<file path="src/hdl/rcbs_pkg.sv">
// ----------------------------------------------------------------------------
// rcbs_pkg
// Shared types and codes for the region crop and bilinear scaler.
// ----------------------------------------------------------------------------
package rcbs_pkg;

    typedef enum logic [2:0] {
        ST_IDLE,
        ST_NUM,
        ST_DIV,
        ST_FETCH,
        ST_WGT,
        ST_MAC,
        ST_OUT
    } t_state;

    typedef struct packed {
        logic busy;
        logic done;
    } t_div_status;

    localparam logic [1:0] STS_OK       = 2'd0;
    localparam logic [1:0] STS_EMPTY    = 2'd1;
    localparam logic [1:0] STS_OVERSIZE = 2'd2;
    localparam logic [1:0] STS_RANGE    = 2'd3;

    localparam logic FUNC_LOAD = 1'b0;
    localparam logic FUNC_REQ  = 1'b1;

    localparam logic [2:0] REG_FRAME_WIDTH  = 3'd0;
    localparam logic [2:0] REG_FRAME_HEIGHT = 3'd1;
    localparam logic [2:0] REG_ROI_LEFT     = 3'd2;
    localparam logic [2:0] REG_ROI_TOP      = 3'd3;
    localparam logic [2:0] REG_ROI_RIGHT    = 3'd4;
    localparam logic [2:0] REG_ROI_BOTTOM   = 3'd5;
    localparam logic [2:0] REG_OUT_SIZE     = 3'd6;

    localparam logic [12:0] RST_FRAME_WIDTH  = 13'd640;
    localparam logic [12:0] RST_FRAME_HEIGHT = 13'd480;
    localparam logic [13:0] RST_ROI_LEFT     = 14'd0;
    localparam logic [13:0] RST_ROI_TOP      = 14'd0;
    localparam logic [14:0] RST_ROI_RIGHT    = 15'd112;
    localparam logic [14:0] RST_ROI_BOTTOM   = 15'd112;
    localparam logic [8:0]  RST_OUT_SIZE     = 9'd112;

endpackage

</file>
<file path="src/hdl/rcbs_divider.sv">
// ----------------------------------------------------------------------------
// rcbs_divider
// Restoring unsigned divider, one quotient bit per cycle.
// ----------------------------------------------------------------------------
module rcbs_divider #(
    parameter int DIVIDEND_W = 27,
    parameter int DIVISOR_W  = 10
) (
    input  logic                     i_clk,
    input  logic                     i_rst_n,
    input  logic                     i_start,
    input  logic [DIVIDEND_W-1:0]    i_dividend,
    input  logic [DIVISOR_W-1:0]     i_divisor,
    output rcbs_pkg::t_div_status    o_stat,
    output logic [DIVIDEND_W-1:0]    o_quotient
);

    localparam int CW = $clog2(DIVIDEND_W + 1);

    logic [DIVISOR_W-1:0]  r_rem;
    logic [DIVIDEND_W-1:0] r_quo;
    logic [DIVISOR_W-1:0]  r_div;
    logic [CW-1:0]         r_cnt;
    logic                  r_busy;
    logic                  r_done;

    logic [DIVISOR_W:0]    w_shift;
    logic                  w_ge;
    logic [DIVISOR_W:0]    w_rem_next;

    always_comb begin
        w_shift    = {r_rem, r_quo[DIVIDEND_W-1]};
        w_ge       = (w_shift >= {1'b0, r_div});
        w_rem_next = w_ge ? (w_shift - {1'b0, r_div}) : w_shift;
    end

    always_ff @(posedge i_clk) begin
        if (!i_rst_n) begin
            r_busy <= 1'b0;
            r_done <= 1'b0;
            r_cnt  <= '0;
        end else begin
            r_done <= 1'b0;
            if (i_start) begin
                r_busy <= 1'b1;
                r_cnt  <= CW'(DIVIDEND_W);
            end else if (r_busy) begin
                r_cnt <= r_cnt - 1'b1;
                if (r_cnt == CW'(1)) begin
                    r_busy <= 1'b0;
                    r_done <= 1'b1;
                end
            end
        end
    end

    always_ff @(posedge i_clk) begin
        if (i_start) begin
            r_rem <= '0;
            r_quo <= i_dividend;
            r_div <= i_divisor;
        end else if (r_busy) begin
            r_rem <= w_rem_next[DIVISOR_W-1:0];
            r_quo <= {r_quo[DIVIDEND_W-2:0], w_ge};
        end
    end

    assign o_stat.busy = r_busy;
    assign o_stat.done = r_done;
    assign o_quotient  = r_quo;

endmodule

</file>
<file path="config.mk">
export PLATFORM = sky130hd
export DESIGN_NAME = rcbs_divider
export DESIGN_NICKNAME = d
export VERILOG_FILES = /design/src/hdl/rcbs_pkg.sv /design/src/hdl/rcbs_divider.sv
export SDC_FILE = /design/constraint.sdc
export NUM_CORES = 1
export LEC_CHECK = 0
export ABC_AREA = 1
export BUFFER_PORTS_ARGS = -buffer_cell sky130_fd_sc_hd__buf_2
export CORE_UTILIZATION = 50
export DETAILED_ROUTE_END_ITERATION = 10
export HOLD_SLACK_MARGIN = 0.02
export PLACE_DENSITY = 0.81
export SYNTH_ARGS = -nofsm -noshare
export SYNTH_HDL_FRONTEND = slang
export SYNTH_SLANG_ARGS = --single-unit
</file>
<file path="constraint.sdc">
create_clock -name i_clk -period 2.3 [get_ports i_clk]
set_input_delay 0.46 -clock i_clk [delete_from_list [all_inputs] [get_ports i_clk]]
set_output_delay 0.46 -clock i_clk [all_outputs]
set_load 0.005 [all_outputs]
</file>
==> results.md, run 1 <==
- Static leakage: 1.83 nW
- HP Class: in2reg
- Num ports: 69
- Status: complete, no violations
- Crit path required time: 2500 ps
- Bufs on Longest Clock Path: 2
- Root buffer cell: clkbuf_8
- CTS tree: yes
- Most common cell after layout, fill and taps aside: nand2_1
- CP Launch Type: flop
- Initial antenna violation count: 0
- Die area: 0.00610 mm^2
- Post-synthesis cell type count: 31
- Number of DRC markers in iteration 0: 144
- Post-CTS Setup Bufs: 0
- Worst slew pin tran: 610 ps
- Share of cells above drive strength 1: 0.235
- Gpl congestion: 0.845
- Later-pin clock latency in the skew report: 310 ps
- Die W: 78.1 um
- Post-CTS Resized: 0
- F_max: 0.498 GHz
- RSZ-0062 raised after global routing: no
- Final Max Tran Viols: 0
- Avg WL per Cell: 11.9 um
- CTS clock-pin slew for the worst setup and hold paths: 100 ps
- Row cnt: 27
- Detailed placement HPWL: 4330 um
- Initial Util: 0.522
- R2R Path Start: o_quotient[26]
- R2r endpoint: r_rem[6]
- Syn Area/Cell: 8.22 um^2
- Final core occ: 0.610
- TritonCTS Buffers: 5
- Min Tclk post-route: 2010 ps
- DRT Pass-1 Iters: 4
- H-tree Lvls: 2
- Aggregate routed wire length: 5890 um
- Clock tree sinks: 54
- Placed Area: 0.00330 mm^2
- Yosys warns: 0
- Worst-path maximum fanout: 3
- Vias: 2434
- Final period util: 0.873
- # DRC: 0
- ANT nets after route: 0
- Worst path arrival time: 2210 ps
- Hold Path Sink: r_div[0]
- FILL cells: 493
- PortBufs: 68
- Sum of negative setup slack: 0 ps
- Seq/Total Area, Yosys: 0.502
- Critical Path Sink Type: flop
- Worst vdd ir: 0.419 mV
- Final #Nets: 474
- GRT Resource Usage Total: 0.209
- Power Density: 606 mW/mm^2
- Number of global-route vias before repair: 2319
- Overall power: 2.05 mW
- GR Overflow Total: 0
- Slew headroom: 0.592
- Area growth syn-to-layout: 16.9%
- Net count after synthesis: 405
- Design Area, Final: 0.00338 mm^2
- Reg2Reg Setup Slack: 290 ps
- First-pass GRT wire length: 9960 um
- Final hold violations: 0
- Routed vias/inst: 4.93
- Mapped Area: 0.00289 mm^2
- Hold-fix buffers, CTS: 0
- Antenna diodes: 0
- Cells after Synth: 352
- Fin Clk Skew: 9.18 ps
- Largest net degree at the start of global routing: 33
- Hold Crit Depth: 1
- Core area: 0.00554 mm^2
- Synth Register Bits: 54
- Most frequent cells in the layout: 150 x nand2_1, 68 x buf_2, 49 x inv_1
- Worst reg-to-reg path cell count: 14
- Critical path class: reg2reg
- Min-Delay Startpoint: i_divisor[0]
- Maxcap violations: 0
- Final setup viols: 0
- Die Ht: 78.1 um
## kinds of logic after synthesis
kind of cell / share of synthesized area
xor gates and xnor gates: 0.0121
DFF: 0.502
and+or+nand+nor: 0.306
AOI/OAI and AO/OA: 0.0355
adders and majority gates: 0.0588
buffers and inverters: 0.0865
## layout make-up
type,count,area (um^2),share of cell area
clock buffers,6,72.6,0.0215
clock inverters,2,13.8,0.00407
inverters,49,184,0.0544
multi-input cells,238,1190,0.353
flip-flops and latches,54,1450,0.429
well taps,72,90.1,0.0266
repair buffers,73,378,0.112
## routing by layer
metal	up-vias	wire, um	track usage
met5	-	0	0
met4	0	134	0.111
met3	14	440	0.0500
met2	102	2710	0.339
met1	1077	2600	0.256
li1	1241	-	-
## registers in the layout, indices dropped and copies added, names as in the netlist
signal	cells
o_quotient	27
r_rem	10
r_busy	1
r_done	1
r_div	10
r_cnt	5
## through the flow
stage                     setup WS [ps]  std cells  hold WS, ps
after floorplan                     516        352          444
after global routing                129        494          312
after detailed placement            352        486          463
after CTS                           322        494          310
final                               291        494          319
after global placement              439        486          460
## synthesized netlist by cell type (all sizes together)
master | n | share of area
a221oi | 1 | 0.0030
a31oi | 3 | 0.0065
dfxtp | 17 | 0.12
nand4 | 1 | 0.0022
a21oi | 5 | 0.011
or2 | 1 | 0.0022
edfxtp | 37 | 0.38
clkbuf | 5 | 0.0065
nand3b | 5 | 0.017
buf | 6 | 0.016
xor2 | 2 | 0.0061
xnor2 | 2 | 0.0061
ha | 12 | 0.052
inv | 49 | 0.064
nand2 | 155 | 0.21
o211ai | 1 | 0.0026
nor2 | 17 | 0.024
o21ai | 7 | 0.012
nand3 | 23 | 0.048
fa | 1 | 0.0069
nor3 | 2 | 0.0052
## critical path, stage by stage (launching register included)
cell and delay, ps:
edfxtp_1 390, inv_1 110, ha_1 160, inv_1 70
fa_1 420, inv_1 80, nor2_1 40, nor2_1 140
inv_1 80, nand2_1 90, nand3_1 80, nand2_1 80
nand2_1 50, nand3_1 70, nand2_1 50
## worst max path at each step
stage,startpoint,end,cells after the start
finish,o_quotient[26],r_rem[6],14
global route,o_quotient[26],r_rem[8],15
CTS,o_quotient[26],r_rem[6],14
detailed placement,o_quotient[26],r_rem[6],14
global placement,o_quotient[26],r_rem[6],14
floorplan,o_quotient[26],r_rem[8],14
## report_power, final
group	internal [mW]	switching [mW]
clock network	0.216	0.311
registers	1.13	0.0400
logic	0.146	0.205
(Power assumes the default switching activity.)
==> run 2: changes to the inputs <==
--- a/config.mk
+++ b/config.mk
@@ -5,12 +5,11 @@
 export SDC_FILE = /design/constraint.sdc
 export NUM_CORES = 1
 export LEC_CHECK = 0
-export ABC_AREA = 1
 export BUFFER_PORTS_ARGS = -buffer_cell sky130_fd_sc_hd__buf_2
-export CORE_UTILIZATION = 50
+export CORE_UTILIZATION = 25
 export DETAILED_ROUTE_END_ITERATION = 10
 export HOLD_SLACK_MARGIN = 0.02
-export PLACE_DENSITY = 0.81
+export PLACE_DENSITY = 0.5
 export SYNTH_ARGS = -nofsm -noshare
 export SYNTH_HDL_FRONTEND = slang
 export SYNTH_SLANG_ARGS = --single-unit
==> run 2 against run 1 <==
Effect of this change: via count shrank 24%; clock power rose by 24%; worst setup slack worse by 130 ps; area after synthesis down 7.7%; maximum frequency fell by 6.2%; non-clock buffer count is 6 higher; wire length shrank 4.8%; core utilization shrank 29 points; critical endpoint is now o_quotient[0].
==> results.md, run 2 <==
- Critical path, cell by cell: inv_1, ha_1, a21o_1, a211o_1, a31oi_2, a21oi_4, buf_12, mux2_2
- Maxcap violations: 0 (unchanged)
- Avg WL per Cell: 13.2 um (+10%)
- PortBufs: 68 (unchanged)
- CP Launch Type: flop
- Placed Area: 0.00322 mm^2 (-2.4%)
- GR Overflow Total: 0 (unchanged)
- Antenna diodes: 0 (unchanged)
- Root buffer cell: clkbuf_8
- Crit path required time: 2370 ps (-130 ps)
- Status: complete, no violations
- Post-synthesis cell type count: 41 (+32%)
- Synth Register Bits: 54 (unchanged)
- Worst slew pin tran: 523 ps (-87.1 ps)
- CTS tree: yes
- Min Tclk post-route: 2140 ps (+132 ps)
- Later-pin clock latency in the skew report: 310 ps (about the same)
- Aggregate routed wire length: 5610 um (-4.8%)
- Dpl cells: 417 (-14%)
- Final period util: 0.931 (+0.0573)
- DRT Pass-1 Iters: 4 (unchanged)
- Die Ht: 105 um (+35%)
- Initial Util: 0.259 (-0.263)
- Yosys top cell area share: 0.416 (+0.0318)
- Row cnt: 37 (+37%)
- Gpl congestion: 0.721 (-15%)
- # DRC: 0 (unchanged)
- Vias: 1861 (-24%)
- GRT Resource Usage Total: 0.106 (-0.102)
- Worst path max stage delay: 380 ps (-40 ps)
- HP Class: in2reg
- Number of DRC markers in iteration 0: 74 (-49%)
- Detailed placement HPWL: 4080 um (-5.8%)
- Worst-path maximum fanout: 10 (+7)
- Share of cells above drive strength 1: 0.421 (+0.186)
- Main synth FF type: edfxtp_1
- Critical path class: reg2reg
- Mapped Area: 0.00267 mm^2 (-7.7%)
- Largest net degree at the start of global routing: 32 (-3.0%)
- Number of global-route vias before repair: 1893 (-18%)
- Buffers & Inverters on Critical Path: 2 (-2)
- Syn Area/Cell: 12.5 um^2 (+53%)
- Worst path arrival time: 2210 ps (about the same)
- F_max: 0.467 GHz (-6.2%)
- RSZ-0062 raised after global routing: no
- Largest cells by area after synthesis: edfxtp_1 42%, dfxtp_1 13%, mux2_2 11%
- Xor/xnor share of the synthesized area: 0.0393 (+0.0272)
- Num ports: 69 (unchanged)
- Clock tree sinks: 54 (unchanged)
- FILL cells: 1071 (+120%)
- Overall power: 2.28 mW (+11%)
- Static leakage: 1.39 nW (-24%)
- Non-Filler Instances: 426 (-14%)
- Yosys warns: 0 (unchanged)
- Hold Slack: 319 ps (-0.0780 ps)
- Dominant cell type by area after synthesis: edfxtp_1
- Die area: 0.0111 mm^2 (+82%)
- Bufs on Longest Clock Path: 2 (unchanged)
- Die W: 105 um (+35%)
- Critical Path Sink Type: flop
- Power Density: 681 mW/mm^2 (+12%)
- Post-Synth Simple-Gate Area: 0.0698 (-0.236)
- Final hold violations: 0 (unchanged)
- Post-synthesis adder-cell area fraction: 0.0637 (+0.00487)
- CP top delay family: compound AO/OA/AOI/OAI gates
- Core area: 0.0103 mm^2 (+86%)
- First-pass GRT wire length: 9130 um (-8.3%)
- Most frequent cell after synthesis: edfxtp_1
- Pre-CTS WS: 25.4 ps (-327 ps)
- Final Max Tran Viols: 0 (unchanged)
- Seq/Total Area, Yosys: 0.543 (+0.0416)
- Largest family of logic cells by synthesized area: multiplexers
- Final core occ: 0.324 (-0.286)
- Worst vdd ir: 0.229 mV (-45%)
- Cells after Synth: 213 (-39%)
- Slew headroom: 0.650 (+0.0583)
- Post-synthesis mux area share: 0.134 (+0.134)
- Most common cell after layout, fill and taps aside: buf_2
- Final #Nets: 342 (-28%)
- CP max stage cell: edfxtp_1
- Design Area, Final: 0.00334 mm^2 (-1.1%)
- Hold-fix buffers, CTS: 0 (unchanged)
- Fin worst setup slack: 160 ps (-132 ps)
- H-tree Lvls: 2 (unchanged)
- Most frequent cells in the layout: 68 x buf_2, 37 x edfxtp_1, 27 x mux2_2
- Net count after synthesis: 266 (-34%)
- Sum of negative setup slack: 0 ps (unchanged)
- Final setup viols: 0 (unchanged)
- EDFF count, synth: 37 (unchanged)
- Fin Clk Skew: 15.0 ps (+5.79 ps)
- Async SR Flop Fraction: 0 (unchanged)
- Synth Area in Compound Gates: 0.109 (+0.0736)
- Initial antenna violation count: 0 (unchanged)
- Area growth syn-to-layout: 25.1%
- Routed vias/inst: 4.37 (-11%)
- Synth cell count leaders: 37 x edfxtp_1, 27 x mux2_2, 17 x dfxtp_1
- CTS clock-pin slew for the worst setup and hold paths: 100 ps (about the same)
- Max reg flops: 27 (unchanged)
- ANT nets after route: 0 (unchanged)
- TritonCTS Buffers: 5 (unchanged)
## run 2: cells by family after synthesis
family | count (synthesis)
compound gates | 38
fa+ha+maj | 13
xor+xnor | 12
simple gates | 39
buf+inv | 25
mux | 32
flops | 54
## run 2: power breakdown
group	internal, mW	switching (mW)	total [mW]	leakage, nW
Sequential	1.14	0.0443	1.18	0.510
Combinational	0.222	0.217	0.439	0.827
Clock	0.328	0.326	0.654	0.0554
Total	1.69	0.588	2.28	1.39
## run 2: final timing paths
path	start	end	slack (ps)	cells past startpoint
worst max-delay path	r_div[8]	o_quotient[0]	160	8
worst min-delay path	i_divisor[1]	r_div[1]	320	1
worst max register to register	r_div[8]	o_quotient[0]	160	8
worst min register to register	r_rem[3]	r_rem[4]	510	2
## run 2: layer usage
layer | GRT usage | routed length (um) | vias to the layer above
met5 | 0 | 0 | -
met4 | 0.0362 | 59 | 0
met3 | 0.0353 | 345 | 4
met2 | 0.163 | 2560 | 46
met1 | 0.140 | 2650 | 884
li1 | - | - | 927
## run 2: timing repair
action	4_1_cts	5_1_grt
setup buffers	0	1
gates resized for setup	1	1
gates cloned	0	0
setup endpoints to repair	1	2
pin swaps	0	2
## run 2: layout make-up
type | count | area, um^2 | share of cell area
multi-input cells | 134 | 1120 | 0.335
repair buffers | 79 | 435 | 0.130
flip-flops and latches | 54 | 1450 | 0.434
clock inverters | 2 | 38.8 | 0.0116
inverters | 15 | 56.3 | 0.0168
well taps | 136 | 170 | 0.0509
clock buffers | 6 | 72.6 | 0.0217
==> run 3: changes to the inputs <==
==> constraint.sdc (replaced) <==
create_clock -name i_clk -period 2.3 [get_ports i_clk]
set_input_delay 0.115 -clock i_clk [delete_from_list [all_inputs] [get_ports i_clk]]
set_output_delay 0.115 -clock i_clk [all_outputs]
set_load 0.005 [all_outputs]
==> run 3 against run 2 <==
Effect of this change: die area did not move; clock-buffer cell count shrank 1; core utilization rose by 0.70 points; via count increased by 0.59%; global-route usage about the same; wire length increased by 0.18%; maximum frequency rose by 0.55%; sequential cell count did not move; critical path type unchanged; largest cell class unchanged.
==> results.md, run 3 (same netlist as run 2, synthesis figures left out) <==
- Number of global-route vias before repair: 1894 (+0.053%)
- Power Density: 650 mW/mm^2 (-4.6%)
- Pre-CTS WS: 22.9 ps (-2.47 ps)
- Fin Clk Skew: 15.9 ps (+0.935 ps)
- Most frequent cells in the layout: 68 x buf_2, 37 x edfxtp_1, 27 x mux2_2
- GR Overflow Total: 0 (unchanged)
- Buffers & Inverters on Critical Path: 2 (unchanged)
- Grt met1 use: 0.139 (-0.00117)
- Final Max Tran Viols: 0 (unchanged)
- Combinational cell fraction of total power: 0.201 (+0.008)
- Clock Power Share: 0.266 (-0.021)
- Final #Nets: 350 (+2.3%)
- CP top delay family: compound AO/OA/AOI/OAI gates
- # DRC: 0 (unchanged)
- Detailed placement HPWL: 3960 um (-2.9%)
- Initial antenna violation count: 0 (unchanged)
- ANT nets after route: 0 (unchanged)
- Maxcap violations: 0 (unchanged)
- CTS clock-pin slew for the worst setup and hold paths: 120 ps (+20 ps)
- GR Layer Usage met2: 0.167 (+0.00470)
- CP Launch Type: flop
- Num ports: 69 (unchanged)
- Root buffer cell: clkbuf_8
- DRT Pass-1 Iters: 4 (unchanged)
- H-tree Lvls: 2 (unchanged)
- RSZ-0062 raised after global routing: no
- CP max stage cell: edfxtp_1
- Min Tclk post-route: 2130 ps (-11.7 ps)
- Final hold violations: 0 (unchanged)
- Bufs on Longest Clock Path: 2 (unchanged)
- Most common cell after layout, fill and taps aside: buf_2
- PortBufs: 68 (unchanged)
- Critical path class: reg2reg
- Sw Ratio: 0.281 (+0.0227)
- Die area: 0.0111 mm^2 (unchanged)
- Status: complete, no violations
- Core area: 0.0103 mm^2 (unchanged)
- Routed vias/inst: 4.31 (-1.3%)
- Clock tree sinks: 54 (unchanged)
- Worst-path maximum fanout: 2 (-8)
- Final setup viols: 0 (unchanged)
- Top Usage Layer GRT: met2
- F_max: 0.470 GHz (+0.55%)
- First-pass GRT wire length: 9220 um (+0.99%)
- GRT Resource Usage Total: 0.106 (-0.000433)
- Initial Util: 0.259 (unchanged)
- Antenna diodes: 0 (unchanged)
- Die Ht: 105 um (unchanged)
- Share of cells above drive strength 1: 0.409 (-0.0113)
- Area growth syn-to-layout: 27.9%
- Switch Pwr: 0.623 mW (+6.1%)
- Later-pin clock latency in the skew report: 320 ps (about the same)
- Vias: 1872 (+0.59%)
- Flop pwr share: 0.533 (+0.013)
- Worst slew pin tran: 576 ps (+53.7 ps)
- Fin worst setup slack: 171 ps (+11.7 ps)
- Worst path max stage delay: 400 ps (+20 ps)
- Cell internal pwr: 1.60 mW (-5.5%)
- GRT met3 Usage: 0.0284 (-0.00680)
- Critical Path Sink Type: flop
- Gpl congestion: 0.721 (about the same)
- Aggregate routed wire length: 5620 um (+0.18%)
- Worst path arrival time: 2340 ps (+130 ps)
- Crit path required time: 2510 ps (+140 ps)
- Largest net degree at the start of global routing: 36 (+13%)
- Critical path, cell by cell: inv_1, ha_1, inv_1, fa_2, a211oi_2, o211ai_1, o211ai_1, xnor2_1, mux2_4, a22o_1
- Slew headroom: 0.614 (-0.0359)
- Worst vdd ir: 0.282 mV (+23%)
- Die W: 105 um (unchanged)
- TritonCTS Buffers: 5 (unchanged)
- Final period util: 0.926 (-0.00511)
- Avg WL per Cell: 12.9 um (-1.7%)
- Sum of negative setup slack: 0 ps (unchanged)
- Max reg flops: 27 (unchanged)
- HP Class: in2reg
- Static leakage: 1.42 nW (+1.9%)
- Number of DRC markers in iteration 0: 64 (-14%)
- Row cnt: 37 (unchanged)
- CTS tree: yes
run 3: cell types whose count changed in the layout (fill, tap and decap cells not counted), sizes merged:
cell	before	now
buf	79	77
dlygate4sd3	0	10
clkbuf	6	5
clkinv	1	0
inv	15	18
bufinv	1	0
run 3: worst register-to-register path, cell delays in order, from the launching register on:
cell      delay [ps]
edfxtp_1         400
inv_1             70
ha_1             150
inv_1             50
fa_2             350
a211oi_2         230
o211ai_1         130
o211ai_1         130
xnor2_1           90
mux2_4           250
a22o_1           190
run 3: path summary, 6_finish.rpt:
path	startpoint	endpoint	slack (ps)	cells past startpoint
setup / recovery	o_quotient[26]	r_rem[8]	170	10
hold / removal	i_dividend[12]	o_quotient[12]	90	2
setup reg to reg	o_quotient[26]	r_rem[8]	170	10
hold reg to reg	r_rem[3]	r_rem[4]	510	2
run 3: area by class of cell:
| class | count | area [um^2] |
|---|---|---|
| sequential | 54 | 1450 |
| timing repair buffer | 87 | 520 |
| fill | 1075 | 6910 |
| clock inverter | 3 | 26.3 |
| multi-input combinational | 134 | 1120 |
| clock buffer | 5 | 68.8 |
| inverter | 15 | 56.3 |
| tap | 136 | 170 |
run 3: through the flow:
stage	std cells	hold slack, ps	utilization	power, mW	area (um^2)
2_1_floorplan	213	214	-	1.48	2670
3_3_place_gp	416	292	0.311	1.63	3210
3_5_place_dp	416	294	0.311	1.64	3210
4_1_cts	434	73.6	0.330	2.26	3410
5_1_grt	434	70.2	0.331	2.35	3420
6_report	434	86.1	0.331	2.22	3420
run 3: timing repair:
item                                    in CTS  in global routing
hold endpoints to repair                    10                  0
pin swaps                                    0                  1
buffers inserted                             0                  0
endpoints found under the setup margin       1                  2
hold buffers                                10                  0
resized for setup                            1                  2
run 3: power groups by stage:
stage	Clock, mW	Combinational [mW]	Sequential, mW
global route	0.654	0.498	1.20
CTS	0.625	0.451	1.19
detailed placement	0	0.433	1.21
floorplan	0	0.271	1.20
global placement	0	0.430	1.20
finish	0.590	0.447	1.18
run 3: per-layer routing:
layer	wire, um	vias up
li1	-	946
met1	2750	881
met2	2540	41
met3	256	4
met4	74	0
met5	0	-
